===== src/sv/btse_pkg.sv =====
`timescale 1ns / 1ps
`default_nettype none
package btse_pkg;

	localparam int TABLE_ENTRIES = 4096;
	localparam int IDX_W         = $clog2(TABLE_ENTRIES);
	localparam int SYMBOL_WIDTH  = 16;
	localparam int QUEUE_DEPTH   = 4;

	localparam int CFG_ADDR_W    = 3;
	localparam int CFG_DATA_W    = 32;
	localparam int REG_SEL_BIT   = 2;

	localparam logic REG_MARKER_ONE = 1'b0;
	localparam logic REG_MARKER_TWO = 1'b1;

	localparam logic [15:0] MARKER_ONE_RESET = 16'd20063;
	localparam logic [15:0] MARKER_TWO_RESET = 16'd21705;

	localparam logic KIND_TABLE = 1'b0;
	localparam logic KIND_DATA  = 1'b1;

	localparam logic [1:0] PAD_NONE = 2'd0;
	localparam logic [1:0] PAD_ONE  = 2'd1;
	localparam logic [1:0] PAD_TWO  = 2'd2;

	typedef struct packed {
		logic        kind;
		logic [11:0] table_index;
		logic [15:0] table_value;
		logic [7:0]  data_byte;
		logic        last_byte;
	} in_item_t;

	typedef struct packed {
		logic [15:0] symbol;
		logic        last_symbol;
	} out_item_t;

	typedef struct packed {
		logic [1:0] pads;
		logic       last;
	} grp_ctl_t;

endpackage
`default_nettype wire


===== src/sv/btse_back.sv =====
`timescale 1ns / 1ps
`default_nettype none
module btse_back #(
	parameter int SYMBOL_WIDTH = btse_pkg::SYMBOL_WIDTH
) (
	input  wire logic                      clk,
	input  wire logic                      arst_n,
	input  wire logic                      head_valid,
	input  wire logic [2*SYMBOL_WIDTH-1:0] head_data,
	input  wire btse_pkg::grp_ctl_t        head_ctl,
	output logic                           pop,
	input  wire logic [15:0]               marker_one,
	input  wire logic [15:0]               marker_two,
	output logic                           sym_valid,
	input  wire logic                      sym_ready,
	output btse_pkg::out_item_t            sym
);

	localparam logic [1:0] PH_HI   = 2'd0;
	localparam logic [1:0] PH_LO   = 2'd1;
	localparam logic [1:0] PH_MARK = 2'd2;

	logic [1:0]          phase_q;
	logic                out_valid_q;
	btse_pkg::out_item_t out_q;
	btse_pkg::out_item_t beat;
	logic                final_beat;
	logic                load;

	always_comb begin
		beat       = '0;
		final_beat = 1'b1;
		unique case (phase_q)
			PH_HI: begin
				beat.symbol      = 16'(head_data[2*SYMBOL_WIDTH-1:SYMBOL_WIDTH]);
				beat.last_symbol = 1'b0;
				final_beat       = 1'b0;
			end
			PH_LO: begin
				beat.symbol      = 16'(head_data[SYMBOL_WIDTH-1:0]);
				final_beat       = head_ctl.pads == btse_pkg::PAD_NONE;
				beat.last_symbol = final_beat && head_ctl.last;
			end
			PH_MARK: begin
				if (head_ctl.pads == btse_pkg::PAD_TWO) begin
					beat.symbol = 16'(SYMBOL_WIDTH'(marker_two));
				end else begin
					beat.symbol = 16'(SYMBOL_WIDTH'(marker_one));
				end
				beat.last_symbol = 1'b1;
			end
			default: begin
				beat       = '0;
				final_beat = 1'b1;
			end
		endcase
	end

	assign load = head_valid && (!out_valid_q || sym_ready);
	assign pop  = load && final_beat;

	always_ff @(posedge clk or negedge arst_n) begin
		if (!arst_n) begin
			phase_q     <= PH_HI;
			out_valid_q <= 1'b0;
		end else begin
			if (load) begin
				out_valid_q <= 1'b1;
				phase_q     <= final_beat ? PH_HI : phase_q + 2'd1;
			end else if (sym_ready) begin
				out_valid_q <= 1'b0;
			end
		end
	end

	always_ff @(posedge clk) begin
		if (load) begin
			out_q <= beat;
		end
	end

	assign sym_valid = out_valid_q;
	assign sym       = out_q;

endmodule
`default_nettype wire


===== config.mk =====
export PLATFORM = sky130hd
export DESIGN_NAME = btse_back
export DESIGN_NICKNAME = d
export VERILOG_FILES = /design/src/sv/btse_pkg.sv /design/src/sv/btse_back.sv
export SDC_FILE = /design/constraint.sdc
export NUM_CORES = 1
export LEC_CHECK = 0
export BUFFER_PORTS_ARGS = -buffer_cell sky130_fd_sc_hd__clkbuf_2
export CORE_MARGIN = 1.5
export CORE_UTILIZATION = 25
export DETAILED_ROUTE_END_ITERATION = 12
export PLACE_DENSITY = 0.67
export SLEW_MARGIN = 0
export SYNTH_ARGS = -nofsm -noshare
export SYNTH_HDL_FRONTEND = slang
export SYNTH_SLANG_ARGS = --single-unit

===== constraint.sdc =====
create_clock -name clk -period 2.1 [get_ports clk]
set_clock_uncertainty 0.2 [all_clocks]
set_input_delay 0.105 -clock clk [delete_from_list [all_inputs] [get_ports clk]]
set_output_delay 0.105 -clock clk [all_outputs]
set_load 0.02 [all_outputs]

==> run metrics <==
number of DRC markers in iteration 0 107; Skew-Pair Late Insertion Delay 0.26 ns; IO buf count 89; Worst EP arrival roughly 1.7 ns; r2r startpoint phase_q[0]; nets@finish 268; Post-Route WL 3.55 mm; area share of the largest cell type after synthesis 44.5%; most frequent cells in the layout clkbuf_2, a21oi_1, edfxtp_1, nand3_1, a222oi_1; Initial Util 26.1%; CP Capture Type output pin; hold_ws 0.00313 ns; final hold vios 0; status finished, final reports clean; yosys warns 0; CP dominant cell by count nor2_1; DR vias/cell 4.94; Post-Syn Area 1150 sq um; DRT Pass-1 Iters 4; post-synthesis sequential area ratio 51.1%; WL per Instance around 15 microns; core area 4380 sq um; global-route wire length before repair 5.51 mm; row count 24; Tot Pwr 1990 uW; HPWL after detailed placement 2.78 mm; most common cell after layout, fill and taps aside clkbuf_2; synth unique cells 22; syn_nets approximately 180; post-layout util 39.7%; Clk pin slew, worst setup/hold paths ~0.080 ns; largest net degree at the start of global routing 20; max cap viols 0; static leakage 0.000796 uW; antenna-violating nets left 0; CP Cell Sequence inv_2 -> ha_2 -> nor2_1 -> a21oi_1 -> nor2_1 -> clkbuf_2; initial antenna violation count 0; worst reg-to-reg setup slack 0.16 ns; Avg Inst Size Synth 11.2 sq um; number of CTS-inserted buffers 3; fin crit share 96.4%; CTS root buf clkbuf_8; Via Count 1,201; worst setup path startpoint phase_q[1]; fin crit period 2.03 ns; Final Max Tran Viols 0; Final setup viols 0; H-tree Lvls 1; Cells after Synth 102; FMAX 494 MHz; CTS Buffer Depth 2; CP Launch Type flop; critical path class flop to output pin; FF/Latch Area around 590 sq um; crit path max-delay cell type ha_2; full die area 5000 sq um; area of the multi-input gates 487 sq um; gpl congestion 0.759; RSZ-0062 raised after global routing yes; fillers approximately 440; R2R depth 5; Hold Path Class input pin to flop; final worst slack 0.0746 ns; #FFs+latches synth 20; Power Density 1150 nW/um^2; Crit path largest cell delay 0.43 ns; CTS tree built; GRT overflow 0; worst-margin pin slew 0.619 ns; Synth area leaders edfxtp_1, a222oi_1, a21oi_1; Place WS around 0.061 ns; total inserted antenna cells 0; final std cells w/o fill 243; die height 70.7 microns; dpl cells 234; CP required roughly 1.8 ns; crit path to pop; GRT Util Overall roughly 14%; relative slew slack 58.7%; Reg-to-Reg End sym[6]; Post-CTS Setup Inserts 0; vias in the first global route 1,216; Die X 70.7 microns; Yosys top cell by area edfxtp_1; I/O pins 90; Peak VDD IR 0.583 mV; fraction of layout cells with a size suffix above 1 52.9%; Worst Path Max Fanout 19; clock sink count 20; Area Overhead vs Synth 51.7%; drc violations 0
==> worst min path at each step <==
stage                         startpoint    endpoint  slack [ns]  cells past startpoint
after global routing      marker_one[11]     sym[12]        0.02                      3
after floorplan                   arst_n  phase_q[0]       -0.39                      0
after detailed placement          arst_n   sym_valid       -0.29                      1
final                     marker_one[10]     sym[11]       0.003                      3
after CTS                 marker_one[15]     sym[16]       0.002                      3
after global placement            arst_n   sym_valid       -0.30                      1
==> kinds of logic after synthesis <==
| family | after synthesis | share of synthesized area (%) |
|---|---|---|
| muxes | 1 | 0.982 |
| buffers and inverters | 15 | 8.08 |
| adders and majority gates | 5 | 5.46 |
| AOI/OAI and AO/OA | 36 | 23.1 |
| and+or+nand+nor | 25 | 11.2 |
| DFF | 20 | 51.1 |
==> what timing repair did <==
item / CTS / global route
pin swaps: 0 / 1
hold endpoints to repair: 6 / 0
resized for setup: 2 / 4
endpoints found under the setup margin: 1 / 17
hold buffers: 5 / 0
==> registers in the layout, summed over array words and instances (netlist names) <==
| name | count |
|---|---|
| sym | 17 |
| sym_valid | 1 |
| phase_q | 2 |
==> power breakdown <==
group / switching [uW] / internal (uW)
logic: 550 / 403
registers: 46.2 / 607
clock network: 134 / 254
==> synth_stat cells, drive strengths merged <==
master	count
dlygate4sd1	1
clkbuf	3
dfrtp	3
edfxtp	17
nand3	16
nand2b	3
inv	3
buf	8
a41o	1
ha	5
a222oi	16
and3b	1
a21oi	18
nand4	1
nand2	1
mux2	1
o21ai	1
nor2	3
==> layout make-up <==
cell class,count,share of cell area [%]
Clock inverter,1,1.73
Multi-Input combinational cell,67,28.0
Sequential cell,20,33.7
Inverter,3,0.647
Tap cell,52,3.74
Clock buffer,3,2.37
Timing Repair Buffer,97,29.8
==> routing by layer <==
| layer | share of wire (%) | routed length (microns) | GRT usage, % | up-vias |
|---|---|---|---|---|
| met5 | 0 | 0 | 0 | - |
| met4 | 0.99 | 35 | 3.14 | 0 |
| met3 | 9.9 | 350 | 3.70 | 4 |
| met2 | 50 | 1770 | 26.2 | 83 |
| met1 | 39 | 1390 | 15.9 | 519 |
| li1 | - | - | - | 595 |
==> critical path, delay by kind of cell, from the launching register on <==
kind                     cells  cell delay, ns
AO/OA/AOI/OAI                1            0.17
adder cells (fa/ha/maj)      1            0.43
buffers and inverters        2            0.29
flip-flops                   1            0.42
AND/OR/NAND/NOR              2            0.16
==> stage by stage <==
stage,TNS [ns],instance area [sq um]
2_1_floorplan,0,1150
3_3_place_gp,0,1600
3_5_place_dp,0,1600
4_1_cts,0,1720
5_1_grt,-0.0635,1740
6_report,0,1740
Power figures use the tool's default switching activity.
