===== src/sv/btse_pkg.sv =====
`timescale 1ns / 1ps
`default_nettype none
package btse_pkg;

	localparam int TABLE_ENTRIES = 4096;
	localparam int IDX_W         = $clog2(TABLE_ENTRIES);
	localparam int SYMBOL_WIDTH  = 16;
	localparam int QUEUE_DEPTH   = 4;

	localparam int CFG_ADDR_W    = 3;
	localparam int CFG_DATA_W    = 32;
	localparam int REG_SEL_BIT   = 2;

	localparam logic REG_MARKER_ONE = 1'b0;
	localparam logic REG_MARKER_TWO = 1'b1;

	localparam logic [15:0] MARKER_ONE_RESET = 16'd20063;
	localparam logic [15:0] MARKER_TWO_RESET = 16'd21705;

	localparam logic KIND_TABLE = 1'b0;
	localparam logic KIND_DATA  = 1'b1;

	localparam logic [1:0] PAD_NONE = 2'd0;
	localparam logic [1:0] PAD_ONE  = 2'd1;
	localparam logic [1:0] PAD_TWO  = 2'd2;

	typedef struct packed {
		logic        kind;
		logic [11:0] table_index;
		logic [15:0] table_value;
		logic [7:0]  data_byte;
		logic        last_byte;
	} in_item_t;

	typedef struct packed {
		logic [15:0] symbol;
		logic        last_symbol;
	} out_item_t;

	typedef struct packed {
		logic [1:0] pads;
		logic       last;
	} grp_ctl_t;

endpackage
`default_nettype wire


===== src/sv/btse_fifo.sv =====
`timescale 1ns / 1ps
`default_nettype none
module btse_fifo #(
	parameter int WIDTH = 35,
	parameter int DEPTH = btse_pkg::QUEUE_DEPTH
) (
	input  wire logic                       clk,
	input  wire logic                       arst_n,
	input  wire logic                       push,
	input  wire logic [WIDTH-1:0]           push_data,
	input  wire logic                       pop,
	output logic                            head_valid,
	output logic      [WIDTH-1:0]           head_data,
	output logic      [$clog2(DEPTH+1)-1:0] level
);

	localparam int PTR_W = $clog2(DEPTH);
	localparam int LVL_W = $clog2(DEPTH+1);

	logic [WIDTH-1:0] entry_q [DEPTH];
	logic [PTR_W-1:0] wr_ptr_q;
	logic [PTR_W-1:0] rd_ptr_q;
	logic [LVL_W-1:0] level_q;

	always_ff @(posedge clk) begin
		if (push) begin
			entry_q[wr_ptr_q] <= push_data;
		end
	end

	always_ff @(posedge clk or negedge arst_n) begin
		if (!arst_n) begin
			wr_ptr_q <= '0;
			rd_ptr_q <= '0;
			level_q  <= '0;
		end else begin
			if (push) begin
				wr_ptr_q <= wr_ptr_q + PTR_W'(1);
			end
			if (pop) begin
				rd_ptr_q <= rd_ptr_q + PTR_W'(1);
			end
			case ({push, pop})
				2'b10: level_q <= level_q + LVL_W'(1);
				2'b01: level_q <= level_q - LVL_W'(1);
				default: level_q <= level_q;
			endcase
		end
	end

	assign head_valid = level_q != '0;
	assign head_data  = entry_q[rd_ptr_q];
	assign level      = level_q;

endmodule
`default_nettype wire


===== config.mk =====
export PLATFORM = sky130hd
export DESIGN_NAME = btse_fifo
export DESIGN_NICKNAME = d
export VERILOG_FILES = /design/src/sv/btse_pkg.sv /design/src/sv/btse_fifo.sv
export SDC_FILE = /design/constraint.sdc
export NUM_CORES = 1
export LEC_CHECK = 0
export BUFFER_PORTS_ARGS = -buffer_cell sky130_fd_sc_hd__buf_2
export CORE_MARGIN = 1
export CORE_UTILIZATION = 45
export DETAILED_ROUTE_END_ITERATION = 16
export PLACE_DENSITY = 0.65
export SLEW_MARGIN = 10
export SYNTH_ARGS = -nofsm -noshare
export SYNTH_HDL_FRONTEND = slang
export SYNTH_SLANG_ARGS = --single-unit

===== constraint.sdc =====
create_clock -name clk -period 2.7 [get_ports clk]
set_input_delay 0.27 -clock clk [delete_from_list [all_inputs] [get_ports clk]]
set_output_delay 0.27 -clock clk [all_outputs]
set_load 0.05 [all_outputs]

==> impl_metrics.tcl, run 1 <==
set metrics [dict create \
    grt_max_degree 26 \
    htreeDepth 4 \
    gp_congestion 0.685 \
    final_cell_area_mm2 0.00674 \
    dp_hpwl_mm 5.76 \
    dpl_cell_area_mm2 0.00609 \
    row_count 39 \
    synthTopCellsByCount "edfxtp_1 (140), mux4_2 (28), dfrtp_1 (7), mux4_1 (7), ha_1 (5)" \
    setup_viol 0 \
    multiInputGateArea_mm2 0.00101 \
    status "finished, final reports clean" \
    synth_area_per_cell_um2 25.5 \
    worst-slew-pin-transition_ns 0.619 \
    synth-seq-area-share_pct 79.8 \
    area_growth_pct 22.8 \
    synthArstFlopShare_pct 4.76 \
    mappedNetlistNets 260 \
    cts_buffer_depth 2 \
    ir_worst_vdd_uv 792 \
    rsz0062_at_grt "false" \
    hold_viol_final 0 \
    crit_fanout 16 \
    min_path_type "primary input to register" \
    port_buffers 77 \
    antenna_found_initial 1 \
    yosysWarnings 0 \
    wl_per_cell_um 19.5 \
    drcViolationCount 0 \
    clk_latency_ns 0.41 \
    grt_pass1_wl_mm 14.5 \
    synth_top_area_share_pct 76.6 \
    post-place-ws_ns 0.699 \
    ys_ff_latch 147 \
    crit_path_cell_trace "buf_12, mux4_1, buf_2" \
    critPathRequiredTime_ns 2.43 \
    vias 2486 \
    synthCells 215 \
    max_stage_delay_ns 0.62 \
    power_density_mw_per_mm2 1310 \
    cts_resized 0 \
    fmax_mhz 424 \
    synth_edf_count 140 \
    cpMaxStageDelayCell "dfrtp_2" \
    numClockSinks 147 \
    synth_cell_types 18 \
    start_kind "register" \
    synth_area_mm2 0.00549 \
    track_usage_pct 16.2 \
    core_area_mm2 0.0117 \
    worstSetupPathType "register to output port" \
    cts_root_buf "clkbuf_16" \
    regArea_mm2 0.00438 \
    initial_core_util_pct 47.1 \
    pin_count 78 \
    max-cap-violations 0 \
    die_x_um 112 \
    fin_crit_ns 2.36 \
    die_h_um 112 \
    cp.arrival_ns 2.09 \
    die_area_mm2 0.0126 \
    firstDrtPassIters 5 \
    fillCellCount 860 \
    cts_buffers 17 \
    p_leak_nw 2.39 \
    drt-initial-drc-count 128 \
    cts_tree "done" \
    diodes 0 \
    yosysMostFrequentCell "edfxtp_1" \
    drtAntennaViolNets 0 \
    synth_area_leaders "edfxtp_1 (77%), mux4_2 (11%), mux4_1 (3.4%)" \
    post_drt_via_cell_ratio 5.31 \
    finalCritPeriodShare_pct 87.4 \
    layout.nets 357 \
    setup_tns_ns 0 \
    synth_ff_type "edfxtp_1" \
    finClkSkew_ns 0.00813 \
    overflow 0 \
    slew_headroom_pct 58.7 \
    grt_pass1_vias 2639 \
    slew_viol_final 0 \
    drive_gt1_share_pct 46.2 \
    endpoint_kind "output port" \
    wirelength_mm 9.12 \
    synth_top_area_cell "edfxtp_1" \
    setup_ws_ns 0.340 \
    path_clk_slew_ns 0.05 \
]
==> placed cells by master (no fill, tap or decap), drive strengths merged, types with 2 or more instances in the layout <==
cell type  count
and2           4
buf           85
bufinv         5
clkbuf        19
clkinv         3
clkinvlp       4
dfrtp          7
edfxtp       140
ha             5
inv            4
mux4          35
nand2          2
xnor2          3
xor2           3
==> routing by layer <==
metal	GRT usage, %	share of wire [%]
met1	20.0	43
met2	25.2	50
met3	6.37	4.8
met4	8.00	1.4
met5	0	0.19
==> worst max-delay path, delay by kind of cell, from the launching register on <==
family	cells	cell delay (ns)
flip-flops	1	0.62
multiplexers	1	0.59
buffers and inverters	2	0.47
==> where the power goes <==
part           total, W  switching (W)  internal, W
Sequential      0.00324       0.000247      0.00299
Combinational   0.00307        0.00207     0.000991
Clock           0.00250       0.000866      0.00164
Total           0.00881        0.00319      0.00562
==> flip-flops by register name (all words and copies together) (netlist names) <==
name      cells
entry_q     140
level         3
rd_ptr_q      2
wr_ptr_q      2
==> layout make-up <==
class / instances / area share, %
multi-input combinational: 57 / 15.0
inverter: 3 / 0.167
sequential: 147 / 65.0
clock inverter: 13 / 3.08
timing repair buffer: 86 / 7.68
clock buffer: 19 / 6.42
tap: 143 / 2.65
==> per-stage QoR <==
step           std cells  util [%]  hold slack [ns]  power [W]
2_1_floorplan        215         -          -0.0256    0.00572
3_3_place_gp         435      52.2            0.115    0.00638
3_5_place_dp         435      52.2            0.119    0.00642
4_1_cts              468      57.8           0.0516    0.00893
5_1_grt              468      57.8           0.0518    0.00918
6_report             468      57.8           0.0710    0.00881
==> final timing paths <==
check	start	end	slack [ns]	cells after the start
max	rd_ptr_q[0]	head_data[5]	0.34	3
min	push_data[34]	entry_q[2][34]	0.07	1
max reg2reg	wr_ptr_q[0]	entry_q[0][34]	1.01	4
min reg2reg	level[2]	level[2]	0.50	1
max in group asynchronous	arst_n	rd_ptr_q[1]	2.29	2
min in group asynchronous	arst_n	level[0]	0.22	2
==> what timing repair did <==
| action | CTS | global route |
|---|---|---|
| setup buffers | 0 | 0 |
| endpoints found under the hold margin | 7 | 0 |
| setup endpoints to repair | 0 | 0 |
| hold buffers | 1 | 0 |
==> logic make-up after synthesis <==
family                   Yosys count  share of synthesized area, %
XOR/XNOR                           6                         0.957
buffers and inverters             11                          1.87
adder cells (fa/ha/maj)            6                          1.50
AND/OR/NAND/NOR                    8                         0.775
flip-flops                       147                          79.8
multiplexers                      36                          15.0
AO/OA/AOI/OAI                      1                        0.0911
Note: power is estimated with default switching activity, not from simulation.
==> inputs of run 2 (changes only) <==
- CORE_ASPECT_RATIO: unset -> 2
==> run 2 against run 1 <==
  * Global-route usage is 0.31 points higher
  * Register-to-register slack worse by 0.03 ns
  * Clock power is 12% lower
  * Combinational power about the same
  * Sequential share of layout area is 0.90 points higher
  * Count of clock-buffer cells in the layout shrank 2
  * Via count is essentially flat
  * Clock skew barely moved
==> impl_metrics.tcl, run 2 (synthesis gave the netlist of run 1 again) <==
set metrics [dict create \
    netSwitchingFraction_pct 37.3 \
    ir_worst_vdd_uv 653 \
    p_sw_w 0.00317 \
    fmax_mhz 441 \
    crit_fanout 21 \
    fin_crit_ns 2.27 \
    worstSetupPathType "register to output port" \
    post_drt_via_cell_ratio 5.31 \
    track_usage_pct 16.5 \
    min_path_type "primary input to register" \
    met3_usage_pct 5.59 \
    cts_buffers 17 \
    die_area_mm2 0.0127 \
    crit_path_cell_trace "buf_12, mux4_1, buf_2" \
    slew_headroom_pct 59.9 \
    hold_ws_ns 0.0729 \
    largest_reg_flops 140 \
    die_h_um 158 \
    cts_buffer_depth 2 \
    pwr-share-clk_pct 25.9 \
    max-cap-violations 0 \
    grt_most_used_layer "met2" \
    top_register "entry_q" \
    row_count 56 \
    drive_gt1_share_pct 45.8 \
    antenna_found_initial 0 \
    finalPower_w 0.00849 \
    rsz0062_at_grt "false" \
    overflow 0 \
    finClkSkew_ns 0.00797 \
    wirelength_mm 9.27 \
    pin_count 78 \
    diodes 0 \
    start_kind "register" \
    cp.arrival_ns 2.00 \
    layout.nets 356 \
    path_clk_slew_ns 0.06 \
    critPathRequiredTime_ns 2.43 \
    cts_root_buf "clkbuf_16" \
    numClockSinks 147 \
    endpoint_kind "output port" \
    core_area_mm2 0.0118 \
    drcViolationCount 0 \
    grt_use_met1_pct 17.1 \
    p_comb_share_pct 36.4 \
    setup_tns_ns 0 \
    clk_latency_ns 0.41 \
    grt_pass1_wl_mm 14.5 \
    grt_max_degree 36 \
    final_cell_mix "edfxtp_1 (140), buf_2 (77), mux4_2 (28)" \
    firstDrtPassIters 4 \
    max_stage_delay_ns 0.59 \
    reg2reg_depth 4 \
    area_growth_pct 21.1 \
    worst-slew-pin-transition_ns 0.602 \
    met2_usage_pct 30.4 \
    htreeDepth 4 \
    hold_viol_final 0 \
    drtAntennaViolNets 0 \
    drt-initial-drc-count 103 \
    status "finished, final reports clean" \
    setup_viol 0 \
    dp_hpwl_mm 5.81 \
    p_int_w 0.00532 \
    wl_per_cell_um 19.8 \
    die_x_um 80.1 \
    cpMaxStageDelayCell "mux4_1" \
    vias 2484 \
    fin_util_pct 56.5 \
    p_seq_share_pct 37.7 \
    post_cts_buffers 0 \
    hold_depth 1 \
    gp_congestion 0.672 \
    final_common_cell "edfxtp_1" \
    finalCritPeriodShare_pct 83.9 \
    cts_tree "done" \
    grt_pass1_vias 2748 \
    slew_viol_final 0 \
    initial_core_util_pct 46.6 \
    p_leak_nw 2.35 \
    port_buffers 77 \
    power_density_mw_per_mm2 1280 \
]
run 2: timing repair:
item                      in CTS  in global routing
hold buffers                   1                  0
resized for setup              0                  0
hold endpoints to repair       7                  0
run 2: per-layer routing:
layer	up-vias	share of wire, %
met5	-	0
li1	1103	-
met1	1315	36
met4	0	0.97
met2	59	58
met3	7	4.3
run 2: stage by stage:
stage,instance area (µm²),cells,worst slack [ns]
3_5_place_dp,6080,436,0.816
3_3_place_gp,6080,436,0.814
4_1_cts,6650,468,0.373
2_1_floorplan,5490,215,0.827
5_1_grt,6650,468,0.323
6_report,6650,468,0.434
run 2: worst max-delay path, delay by kind of cell (launching register included):
kind                   cells  cell delay (ns)
multiplexers               1             0.59
buffers and inverters      2             0.48
flip-flops                 1             0.51
run 2: cell type report:
type	instances	area, µm²
repair buffers	85	498
clock buffers	17	425
clock inverters	14	140
well taps	145	181
fillers	925	5120
flip-flops and latches	147	4380
multi-input cells	57	1010
inverters	3	11.3
run 2: power by group through the flow:
stage          Clock (W)  Sequential [W]  Combinational (W)
6_report         0.00220         0.00320            0.00309
2_1_floorplan          0         0.00321            0.00251
3_5_place_dp           0         0.00326            0.00315
4_1_cts          0.00225         0.00322            0.00316
3_3_place_gp           0         0.00323            0.00314
5_1_grt          0.00234         0.00325            0.00328
run 2: worst paths after layout:
kind | endpoint | slack (ns) | start
max in group asynchronous | rd_ptr_q[0] | 2.29 | arst_n
max reg2reg | entry_q[2][5] | 0.98 | wr_ptr_q[0]
min reg2reg | level[2] | 0.50 | level[2]
min | entry_q[3][6] | 0.07 | push_data[6]
max | head_data[3] | 0.43 | rd_ptr_q[0]
min in group asynchronous | wr_ptr_q[0] | 0.23 | arst_n
==> inputs of run 3 (changes only) <==
- PLACE_DENSITY: 0.65 -> 0.68
- clock period: 2.7 -> 2.05 ns (I/O delays scaled with it)
==> run 3 against run 2 <==
  * Sequential power rose by 31%
  * Sequential share of layout area fell by 1.2 points
  * Clock power rose by 40%
  * Clock skew fell by 0.0026 ns
  * Design area rose by 1.9%
  * Routed wire length rose by 1.5%
  * Critical path type unchanged
  * Largest cell class unchanged
==> impl_metrics.tcl, run 3 (synthesis gave the netlist of run 1 again) <==
set metrics [dict create \
    wl_met2_mm 5.34 \
    numClockSinks 147 \
    fmax_mhz 496 \
    area_growth_pct 23.4 \
    power_density_mw_per_mm2 1700 \
    initial_core_util_pct 46.6 \
    fin_crit_ns 2.02 \
    layout.nets 363 \
    multiInputGateArea_um2 998 \
    worst-slew-pin-transition_ns 0.301 \
    vias 2509 \
    cp.arrival_ns 1.81 \
    track_usage_pct 16.4 \
    wirelength_mm 9.41 \
    cts_buffers 17 \
    wl_met3_um 354 \
    die_x_um 80.1 \
    final_cell_mix "edfxtp_1 (140), buf_2 (71), mux4_2 (32)" \
    antenna_found_initial 0 \
    max-cap-violations 0 \
    grt_pass1_wl_mm 14.3 \
    critPathRequiredTime_ns 1.85 \
    firstDrtPassIters 4 \
    crit_family "multiplexers" \
    max_stage_delay_ns 0.56 \
    diodes 0 \
    dp_hpwl_mm 5.79 \
    cts_buffer_depth 2 \
    die_h_um 158 \
    drt-initial-drc-count 172 \
    path_clk_slew_ns 0.06 \
    finClkSkew_ns 0.00538 \
    overflow 0 \
    highest_layer "met4" \
    fillCellCount 889 \
    post_cts_buffers 0 \
    timing.reg2reg.setup_slack_ns 0.56 \
    wl_per_cell_um 19.8 \
    start_kind "register" \
    drcViolationCount 0 \
    finalCritPeriodShare_pct 98.3 \
    wl_met1_mm 3.60 \
    htreeDepth 4 \
    clk_latency_ns 0.40 \
    port_buffers 77 \
    placed_cells 439 \
    row_count 56 \
    final_cell_area_mm2 0.00678 \
    core_area_mm2 0.0118 \
    rsz0062_at_grt "true" \
    min_path_type "primary input to register" \
    ir_worst_vdd_uv 952 \
    endpoint_kind "output port" \
    grt_max_degree 36 \
    top_register "entry_q" \
    status "finished, final reports clean" \
    grt_pass1_vias 2690 \
    cts_root_buf "clkbuf_16" \
    drtAntennaViolNets 0 \
    slew_viol_final 0 \
    hold_viol_final 0 \
    crit_fanout 21 \
    gp_congestion 0.724 \
    slew_headroom_pct 79.9 \
    pin_count 78 \
    cpMaxStageDelayCell "mux4_1" \
    post_drt_via_cell_ratio 5.27 \
    cts_tree "done" \
    setup_viol 0 \
    p_leak_nw 2.41 \
    largest_reg_flops 140 \
    finalPower_w 0.0115 \
    path_buf_inv 2 \
    crit_path_cell_trace "buf_12, mux4_1, buf_2" \
    regArea_mm2 0.00438 \
    dpl_cell_area_mm2 0.00610 \
    worstSetupPathType "register to output port" \
    drive_gt1_share_pct 47.4 \
    die_area_mm2 0.0127 \
    fin_cells 476 \
    final_common_cell "edfxtp_1" \
]
==> run 3: changes by cell type in the layout (fill, tap and decap cells not counted), sizes merged <==
| cell | before | now |
|---|---|---|
| dlygate4sd3 | 1 | 5 |
| buf | 84 | 87 |
| clkinvlp | 3 | 1 |
| bufinv | 2 | 3 |
| clkbuf | 17 | 18 |
| inv | 4 | 5 |
==> run 3: power by group <==
group | internal, W | total [W] | switching (W)
Combinational | 0.00140 | 0.00427 | 0.00286
Clock | 0.00193 | 0.00309 | 0.00116
Sequential | 0.00395 | 0.00419 | 0.000237
==> run 3: repair_timing <==
action                                  in CTS  in global routing
endpoints found under the setup margin      17                 27
hold endpoints to repair                    23                  0
gates resized for setup                      8                  7
hold buffers                                 5                  0
pin swaps                                    0                  0
==> run 3: per-layer routing <==
layer | global-route usage (%) | vias to the layer above
li1 | - | 1113
met1 | 18.2 | 1326
met2 | 29.1 | 63
met3 | 4.67 | 7
met4 | 6.55 | 0
met5 | 0 | -
==> run 3: final timing paths <==
kind	from	to	cells past startpoint
max	rd_ptr_q[0]	head_data[2]	3
min	push_data[6]	entry_q[1][6]	1
max in group asynchronous	arst_n	rd_ptr_q[1]	2
min in group asynchronous	arst_n	level[2]	2
min reg2reg	level[2]	level[2]	1
max reg2reg	wr_ptr_q[1]	entry_q[1][26]	4
==> run 3: area by class of cell <==
cell class                      count  area share (%)
Clock buffer                       18            6.33
Clock inverter                     14            2.66
Inverter                            3           0.166
Multi-Input combinational cell     57            14.7
Sequential cell                   147            64.7
Tap cell                          145            2.68
Timing Repair Buffer               92            8.72
==> run 3: through the flow <==
stage               hold WS (ns)  TNS (ns)  utilization (%)  setup slack (ns)
finish                    0.0179         0             57.6            0.0343
global route            0.000180    -0.301             57.6           -0.0387
CTS                     0.000311   -0.0449             57.5           -0.0168
detailed placement        0.0560         0             51.8             0.359
global placement          0.0544         0             51.8             0.374
floorplan                -0.0906         0                -             0.177
